<file path="src/mtkd_pkg.sv">
package mtkd_pkg;

    localparam int unsigned MT_N      = 624;
    localparam int unsigned MT_M      = 397;
    localparam int unsigned IDX_W     = $clog2(MT_N);
    localparam int unsigned WORD_W    = 32;
    localparam int unsigned BYTE_W    = 8;
    localparam int unsigned CFG_IDX_W = 4;

    localparam logic [WORD_W-1:0] MT_MATRIX = 32'h9908_B0DF;
    localparam logic [WORD_W-1:0] MT_UPPER  = 32'h8000_0000;
    localparam logic [WORD_W-1:0] MT_LOWER  = 32'h7FFF_FFFF;
    localparam logic [WORD_W-1:0] SEED_MULT = 32'd1812433253;
    localparam logic [WORD_W-1:0] TEMPER_B  = 32'h9D2C_5680;
    localparam logic [WORD_W-1:0] TEMPER_C  = 32'hEFC6_0000;

    localparam logic [IDX_W-1:0] IDX_LAST     = IDX_W'(MT_N - 1);
    localparam logic [IDX_W-1:0] IDX_FAR_OFS  = IDX_W'(MT_M);
    localparam logic [IDX_W-1:0] IDX_FAR_WRAP = IDX_W'(MT_N - MT_M);

    localparam logic [WORD_W-1:0] SEED_RST       = '0;
    localparam logic [BYTE_W-1:0] KEY_START_RST  = 8'hC5;
    localparam logic [BYTE_W-1:0] STEP_START_RST = 8'h83;
    localparam logic [BYTE_W-1:0] STEP_DELTA_RST = 8'h53;

    typedef enum logic [CFG_IDX_W-1:0] {
        REG_SEED       = 4'd0,
        REG_KEY_START  = 4'd1,
        REG_STEP_START = 4'd2,
        REG_STEP_DELTA = 4'd3
    } cfg_reg_t;

    // Commands from the controller to the datapath.
    typedef struct packed {
        logic load_item;
        logic seed_init;
        logic seed_mul;
        logic seed_add;
        logic rd_far;
        logic calc;
        logic out_load;
    } mtkd_cmd_t;

    // Status from the datapath to the controller.
    typedef struct packed {
        logic seeded;
        logic seed_last;
        logic out_free;
    } mtkd_status_t;

    // One step of the generator recurrence, done lazily for a single entry.
    function automatic logic [WORD_W-1:0] mt_twist(input logic [WORD_W-1:0] cur,
                                                   input logic [WORD_W-1:0] nxt,
                                                   input logic [WORD_W-1:0] far);
        logic [WORD_W-1:0] y;
        logic [WORD_W-1:0] v;
        y = (cur & MT_UPPER) | (nxt & MT_LOWER);
        v = far ^ (y >> 1);
        if (y[0]) begin
            v = v ^ MT_MATRIX;
        end
        return v;
    endfunction

    function automatic logic [WORD_W-1:0] mt_temper(input logic [WORD_W-1:0] w);
        logic [WORD_W-1:0] y;
        y = w ^ (w >> 11);
        y = y ^ ((y << 7) & TEMPER_B);
        y = y ^ ((y << 15) & TEMPER_C);
        y = y ^ (y >> 18);
        return y;
    endfunction

endpackage

</file>
<file path="src/mtkd_ctrl.sv">
module mtkd_ctrl (
    input  logic                  aclk,
    input  logic                  aresetn,
    input  logic                  s_tvalid,
    input  logic                  s_tuser,
    output logic                  s_tready,
    input  mtkd_pkg::mtkd_status_t status,
    output mtkd_pkg::mtkd_cmd_t    cmd
);

    import mtkd_pkg::*;

    typedef enum logic [7:0] {
        ST_IDLE      = 8'b0000_0001,
        ST_SEED_INIT = 8'b0000_0010,
        ST_SEED_MUL  = 8'b0000_0100,
        ST_SEED_ADD  = 8'b0000_1000,
        ST_RD_NEXT   = 8'b0001_0000,
        ST_RD_FAR    = 8'b0010_0000,
        ST_CALC      = 8'b0100_0000,
        ST_OUT       = 8'b1000_0000
    } state_t;

    state_t state_reg;
    state_t state_next;

    always_ff @(posedge aclk) begin
        if (!aresetn) begin
            state_reg <= ST_IDLE;
        end else begin
            state_reg <= state_next;
        end
    end

    always_comb begin
        state_next = state_reg;
        cmd        = '0;
        s_tready   = 1'b0;
        case (state_reg)
            ST_IDLE: begin
                s_tready = 1'b1;
                if (s_tvalid) begin
                    cmd.load_item = 1'b1;
                    // The read of the following entry is issued in this cycle.
                    if (s_tuser || !status.seeded) begin
                        state_next = ST_SEED_INIT;
                    end else begin
                        state_next = ST_RD_FAR;
                    end
                end
            end
            ST_SEED_INIT: begin
                cmd.seed_init = 1'b1;
                state_next    = ST_SEED_MUL;
            end
            ST_SEED_MUL: begin
                cmd.seed_mul = 1'b1;
                state_next   = ST_SEED_ADD;
            end
            ST_SEED_ADD: begin
                cmd.seed_add = 1'b1;
                if (status.seed_last) begin
                    state_next = ST_RD_NEXT;
                end else begin
                    state_next = ST_SEED_MUL;
                end
            end
            ST_RD_NEXT: begin
                state_next = ST_RD_FAR;
            end
            ST_RD_FAR: begin
                cmd.rd_far = 1'b1;
                state_next = ST_CALC;
            end
            ST_CALC: begin
                cmd.calc = 1'b1;
                if (status.out_free) begin
                    cmd.out_load = 1'b1;
                    state_next   = ST_IDLE;
                end else begin
                    state_next = ST_OUT;
                end
            end
            ST_OUT: begin
                if (status.out_free) begin
                    cmd.out_load = 1'b1;
                    state_next   = ST_IDLE;
                end
            end
            default: begin
                state_next = ST_IDLE;
            end
        endcase
    end

endmodule

</file>
<file path="config.mk">
export PLATFORM = sky130hd
export DESIGN_NAME = mtkd_ctrl
export DESIGN_NICKNAME = d
export VERILOG_FILES = /design/src/mtkd_pkg.sv /design/src/mtkd_ctrl.sv
export SDC_FILE = /design/constraint.sdc
export NUM_CORES = 1
export LEC_CHECK = 0
export BUFFER_PORTS_ARGS = -buffer_cell sky130_fd_sc_hd__buf_2
export CAP_MARGIN = 25
export CORE_MARGIN = 1
export CORE_UTILIZATION = 30
export CTS_BUF_LIST = sky130_fd_sc_hd__clkbuf_16
export DETAILED_ROUTE_END_ITERATION = 8
export GPL_ROUTABILITY_DRIVEN = 1
export PLACE_DENSITY = 0.53
export SLEW_MARGIN = 40
export SYNTH_ARGS = -nofsm -noshare
export SYNTH_HDL_FRONTEND = slang
export SYNTH_SLANG_ARGS = --single-unit
</file>
<file path="constraint.sdc">
create_clock -name aclk -period 1.8 [get_ports aclk]
set_input_delay 0.18 -clock aclk [delete_from_list [all_inputs] [get_ports aclk]]
set_output_delay 0.18 -clock aclk [all_outputs]
set_load 0.01 [all_outputs]
</file>
# After elaboration in Yosys (flattened, before gate mapping)
# Cells that the tools add are included.
# classes
eq_ne	10
n_mux	16
reduce_logical	4
# ops
op	count
8-bit case mux with 8 select lines	1
8-bit 2-to-1 mux	3
1-bit 2-to-1 mux	10
8-bit by 1-bit equality test with 1-bit output (second input constant)	1
8-bit by 2-bit equality test with 1-bit output (second input constant)	1
8-bit by 3-bit equality test with 1-bit output (second input constant)	1
8-bit by 4-bit equality test with 1-bit output (second input constant)	1
8-bit by 5-bit equality test with 1-bit output (second input constant)	1
8-bit by 6-bit equality test with 1-bit output (second input constant)	1
8-bit by 7-bit equality test with 1-bit output (second input constant)	1
8-bit equality test (second input constant)	1
6-bit 2-to-1 mux	1
5-bit 2-to-1 mux	1
2-bit != test (second input constant)	2
2-bit AND reduction	1
2-bit OR reduction	1
1-bit logical NOT	1
1-bit logical OR	1
# totals
ff_bits	8
inputBits	7

# Logic depth before layout (Yosys ltp)
# Gate-level depths: netlist of the first run.
# logic_depth
depth_word	5
depth_mapped	5
ltp_nobuf	5

# Least setup slack after synthesis of the first run
# Ideal clock, no wire load.
# synth_path
path_type	reg2reg
from	register state_reg[2]
to	register state_reg[1]
synth_period_minus_slack_ns	1.521
stages_incl_launch_ff	5
path_slack_ns	0.279
arrival_time_ns	1.461
n_path_buf	0
setup_time_ns	0.059
cell_sequence	dfxtp_1 -> or4_4 -> nor2_1 -> and2_1 -> and3_1
# synth_via
elab_chain_len	3
word_cells_on_any_way	12
# synth_lines
item	line_no	rtl
from (decl)	mtkd_ctrl.sv:24	state_t state_reg;
from (signal assigned)	mtkd_ctrl.sv:31	state_reg <= state_next;
8-bit equality test or 8-bit by 1-bit equality test with 1-bit output (tied branches)	mtkd_ctrl.sv:39	case (state_reg)
2-bit != test (no source line)	-	
2-bit AND reduction (no source line)	-	
# Parallel ways exist; a longest one is shown, timed or not.
# A chain may end at the register's enable or synchronous reset.

# Worst setup path after layout of the first run
# layout_path
from	register state_reg[5]
to	register state_reg[0]
# Same word-level chain as after synthesis.

==> flow_summary.toml, run 1 <==
[run_status]
outcome = "finished clean"

[synthesis]
ys_types = 23
yosysTopAreaCellShare_pct = 35.6
ys_seq_area_share_pct = 35.6
syn-cell-area_um2 = 450
synth_area_leaders = "dfxtp_1 (36%), nor2_1 (8.3%), nand4b_1 (7.8%), nor4_1 (5.6%), inv_1 (4.2%)"
ys.warnings.count = 0
syn_inst = 54
post-synth-top-area-cell = "dfxtp_1"
syn_nets = 61
synth_area_per_cell_um2 = 8.34
ys_seq_elements = 8

[global_routing]
grt_busiest_layer = "met2"
grt_pass1_wl_um = 1680
use_met2_pct = 22.2
grt_max_degree = 8
grt_util_met3_pct = 3.26
met1_usage_pct = 21.6
grt_use_total_pct = 16.1
overflow = 0
grt_pass1_vias = 399
antenna_found_initial = 0

[cells_and_area]
antenna_cells = 0
fill_cells = 133
nets = 82
final_common_cell = "buf_2"
area_delta_synth_final_pct = 45.6
largest_reg_flops = 8
final_cell_mix = "buf_2 (14), nor2_1 (9), inv_1 (5), dfxtp_1 (5), nand4b_1 (4)"
final_cells = 88
drive_above_1_share_pct = 42.5

[floorplan]
dieArea_um2 = 1660
fp-row-count = 13
fp.dieH_um = 40.8
core_region_area_um2 = 1350
initial_core_util_pct = 33.4
fp.dieW_um = 40.8
io_pins = 15

[clock_tree]
insertion_delay_ns = 0.23
hold_buffers = 0
cts_buffer_depth = 2
numCtsBuffers = 3
ctsRootBufferMaster = "clkbuf_16"
cts_sinks = 8
cts_tree = "yes"
htree_num_levels = 1
post-cts-setup-buffers = 0
clkTransAtPathRegs_ns = 0.04

[timing]
timing.final.ws_setup_ns = 0.0669
fin_crit_sh_pct = 96.3
clock_skew_ns = 0.00230
slew_headroom_pct = 69.5
fmax_mhz = 577
final_hold_viol_count = 0
finalSetupViolCount = 0
period_needed_ns = 1.73
worst_pin_slew_ns = 0.454
slew_violations = 0

[route]
detail-route-antenna-nets = 0
drc_errors = 0
wl_per_cell_um = 12.5
wirelength_um = 1100
vias_per_cell = 5.50
drtIter0Drc = 17
vias = 484
firstDrtPassIters = 4

[pwr]
power_density_nw_per_um2 = 1050
leakagePower_nw = 0.317
max-vdd-ir-drop_uv = 561

[flow_run]
maxCapViolations = 0

[placement]
port_buffers = 14
dp.cells = 85
dp_slack_ns = 0.234
place.gp.congestion = 0.685

[setup_path]
cp-end-kind = "register"
cp-start-kind = "register"
critPathRequiredTime_ns = 1.93
arrival_ns = 1.86
worstPathMaxFanout = 5
criticalPathCategory = "register to register"

[hold_path]
worst_hold_path_type = "input pin to register"
==> final timing paths <==
path                              startpoint            to  slack (ns)  cells past startpoint
worst min register to register  state_reg[5]  state_reg[6]        0.58                      2
worst max-delay path            state_reg[5]  state_reg[0]        0.07                      4
worst min-delay path               status[0]  state_reg[7]        0.16                      2
worst max register to register  state_reg[5]  state_reg[0]        0.07                      4
==> cells by family after synthesis <==
kind of cell,synth area share (%)
and+or+nand+nor,47.8
DFF,35.6
AOI/OAI and AO/OA,8.61
buffers and inverters,4.17
xor gates and xnor gates,3.89
==> power by group <==
part	switching, mW	internal, mW
sequential	0.0161	0.188
clock	0.0874	0.286
combinational	0.0552	0.0562
total	0.159	0.530
==> cell type report <==
| type | count | area [um^2] | share of cell area, % |
|---|---|---|---|
| Clock buffer | 3 | 75.1 | 11.5 |
| Inverter | 5 | 18.8 | 2.86 |
| Multi-Input combinational cell | 41 | 294 | 44.8 |
| Sequential cell | 8 | 164 | 25.0 |
| Tap cell | 15 | 18.8 | 2.86 |
| Timing Repair Buffer | 16 | 85.1 | 13.0 |
==> per-stage QoR <==
stage          total power, mW  util (%)  hold slack [ns]  TNS (ns)  cell area [um^2]
2_1_floorplan            0.266         -            0.256         0               450
3_3_place_gp             0.305      41.1            0.397         0               554
3_5_place_dp             0.303      41.1            0.394         0               554
4_1_cts                  0.679      47.1            0.157         0               636
5_1_grt                  0.718      48.6            0.156   -0.0407               656
6_report                 0.689      48.6            0.159         0               656
==> synth_stat cells <==
library cell	instances
o31ai_1	1
a21oi_1	2
nor3_1	1
nand4_1	2
o31ai_2	1
nand4b_1	4
inv_1	5
or3_1	1
xor2_1	2
nand3_1	2
nand2_1	1
dfxtp_1	8
or4_4	1
nor2_1	10
or4b_4	1
and4b_2	1
and3_1	1
a21oi_2	1
nand2b_1	1
and2_1	1
or2b_2	2
nor3b_1	1
nor4_1	4
==> routing by layer <==
| layer | up-vias | part of all wire [%] |
|---|---|---|
| met5 | - | 0 |
| met4 | 0 | 2.8 |
| met1 | 216 | 48 |
| met3 | 5 | 5.9 |
| li1 | 237 | - |
| met2 | 26 | 43 |
==> what timing repair did <==
item	CTS	global route
resized for setup	1	6
pin swaps	0	2
endpoints found under the setup margin	1	2
==> critical path, cell delays in order, from the launching register on <==
cell and delay, ns:
dfxtp_1 0.33, or4_4 0.61, nor4_1 0.43, a21oi_1 0.16, o31ai_1 0.10
Note: power is estimated with default switching activity, not from simulation.
==> run 2: changes to the inputs <==
--- a/config.mk
+++ b/config.mk
@@ -5,6 +5,7 @@
 export SDC_FILE = /design/constraint.sdc
 export NUM_CORES = 1
 export LEC_CHECK = 0
+export ABC_AREA = 1
 export BUFFER_PORTS_ARGS = -buffer_cell sky130_fd_sc_hd__buf_2
 export CAP_MARGIN = 25
 export CORE_MARGIN = 1
@@ -12,7 +13,7 @@
 export CTS_BUF_LIST = sky130_fd_sc_hd__clkbuf_16
 export DETAILED_ROUTE_END_ITERATION = 8
 export GPL_ROUTABILITY_DRIVEN = 1
-export PLACE_DENSITY = 0.53
+export PLACE_DENSITY = 0.52
 export SLEW_MARGIN = 40
 export SYNTH_ARGS = -nofsm -noshare
 export SYNTH_HDL_FRONTEND = slang
==> run 2 against run 1 <==
Net effect: critical path type is now register to primary output; area after synthesis is 21% higher; sequential power down 6%; via count increased by 14%; combinational power about the same; die area up 20%; clock skew fell by 0.0020 ns; flip-flop and latch count stayed put.
==> flow_summary.toml, run 2 <==
[synthesis]
ys.warnings.count = 0
syn_nets = 95
synthTopCellsByCount = "nand2_1 (21), inv_1 (15), nor2_1 (14)"
synth_area_per_cell_um2 = 6.21
ys_types = 18
synth_edf_count = 0
yosysTopAreaCellShare_pct = 29.3
synth_most_common_cell = "nand2_1"
syn_inst = 88
async_flop_share_pct = 0
post-synth-top-area-cell = "dfxtp_1"
syn-cell-area_um2 = 547
ys_seq_elements = 8
ys.flop_type = "dfxtp_1"
synth_area_leaders = "dfxtp_1 (29%), nand2_1 (14%), inv_1 (10%), nor2_1 (9.6%), nand2_2 (8.0%)"
ys_seq_area_share_pct = 29.3

[timing]
clock_skew_ns = 0.000289
worst_pin_slew_ns = 0.215
slew_headroom_pct = 85.6
finalSetupViolCount = 0
fmax_mhz = 674
setup_tns_ns = 0
fin_crit_sh_pct = 82.5
rsz0062_at_grt = "no"
final_hold_viol_count = 0
period_needed_ns = 1.48
slew_violations = 0

[pwr]
power_density_nw_per_um2 = 935
max-vdd-ir-drop_uv = 576
leakagePower_nw = 0.421

[floorplan]
fp-row-count = 15
dieArea_um2 = 2000
io_pins = 15
fp.dieH_um = 44.7
initial_core_util_pct = 32.0
fp.dieW_um = 44.7
core_region_area_um2 = 1710

[cells_and_area]
drive_above_1_share_pct = 36.2
final_common_cell = "nand2_1"
largest_reg_flops = 8
fill_cells = 182
fin_area_um2 = 723
fin_util_pct = 42.3
final_cell_mix = "nand2_1 (21), inv_1 (15), nor2_1 (14), buf_2 (14), dfxtp_1 (8)"
nets = 114
area_delta_synth_final_pct = 32.3
antenna_cells = 0

[placement]
port_buffers = 14
hpwl_um = 933
place.gp.congestion = 0.746
post_dp_cell_area_um2 = 648

[setup_path]
cp-end-kind = "primary output"
reg2reg_to = "state_reg[0]"
cp_slowest_cell = "dfxtp_1"
r2r_start = "state_reg[4]"
arrival_ns = 1.30
max_stage_delay_ns = 0.31
critPathRequiredTime_ns = 1.62
crit_chain = "inv_1 -> nand2_1 -> nor2_4 -> nand2_2 -> inv_1 -> nand2_1 -> o21ai_0 -> buf_2"
criticalPathCategory = "register to primary output"
reg2reg_slack_ns = 0.64
worstPathMaxFanout = 5
reg2reg_depth = 8
cp-start-kind = "register"

[clock_tree]
post-cts-setup-buffers = 0
cts_sinks = 8
cts_buffer_depth = 2
numCtsBuffers = 3
ctsRootBufferMaster = "clkbuf_16"
htree_num_levels = 1
clkTransAtPathRegs_ns = 0.04
insertion_delay_ns = 0.23
cts_tree = "yes"
cts_resized = 0
hold_buffers = 0

[hold_path]
hold_depth = 2
worst_hold_path_type = "input pin to register"
worst_hold_path.endpoint = "state_reg[7]"
hold_start = "status[0]"

[route]
wl_per_cell_um = 8.71
vias_per_cell = 4.25
vias = 552
firstDrtPassIters = 4
drtIter0Drc = 12
drc_errors = 0
wirelength_um = 1130
detail-route-antenna-nets = 0

[global_routing]
grt_pass1_vias = 487
antenna_found_initial = 0
overflow = 0
grt_pass1_wl_um = 1900
grt_max_degree = 7
grt_use_total_pct = 13.8

[flow_run]
maxCapViolations = 0

[run_status]
outcome = "finished clean"
[run 2: worst max path at each step]
stage,from,endpoint,slack [ns],cells after the start
after floorplan,state_reg[3],cmd[0],0.66,7
after global placement,state_reg[2],cmd[0],0.59,8
after detailed placement,state_reg[2],cmd[0],0.57,8
after CTS,state_reg[0],cmd[0],0.31,8
after global routing,state_reg[2],cmd[0],0.16,8
final,state_reg[2],cmd[0],0.32,8
[run 2: worst max-delay path, delay by kind of cell, from the launching register on]
family / cells / cell delay (ns)
and+or+nand+nor: 4 / 0.39
DFF: 1 / 0.31
buffers and inverters: 3 / 0.29
AOI/OAI and AO/OA: 1 / 0.07
[run 2: area by class of cell]
class                           count  area (um^2)  area share, %
Multi-Input combinational cell     59          308           42.6
Sequential cell                     8          160           22.1
Inverter                           21         78.8           10.9
Clock buffer                        3         75.1           10.4
Timing Repair Buffer               14         70.1           9.69
Tap cell                           25         31.3           4.33
[run 2: layer usage]
layer | wire, um | track usage (%)
met5 | 0 | 0
met4 | 17 | 12.7
met3 | 73 | 3.60
met2 | 495 | 19.4
met1 | 544 | 17.0
[run 2: cell families (layout without fill, tap and decap cells)]
logic type	after synthesis	count (layout)	share of synthesized area (%)
simple gates	55	55	50.8
buf+inv	21	38	14.4
compound gates	4	4	5.49
flops	8	8	29.3
[run 2: power by group]
part	leakage (nW)	internal [mW]	switching (mW)
Sequential	0.0650	0.186	0.00502
Clock	0.0370	0.286	0.0863
Combinational	0.320	0.0412	0.0715
Total	0.421	0.513	0.163
[run 2: through the flow]
| stage | instances | power [mW] | setup WS, ns | hold WS [ns] |
|---|---|---|---|---|
| final | 130 | 0.676 | 0.316 | 0.145 |
| after global routing | 130 | 0.702 | 0.161 | 0.154 |
| after CTS | 130 | 0.682 | 0.307 | 0.145 |
| after detailed placement | 127 | 0.306 | 0.572 | 0.386 |
| after global placement | 127 | 0.306 | 0.592 | 0.385 |
| after floorplan | 88 | 0.276 | 0.658 | 0.258 |
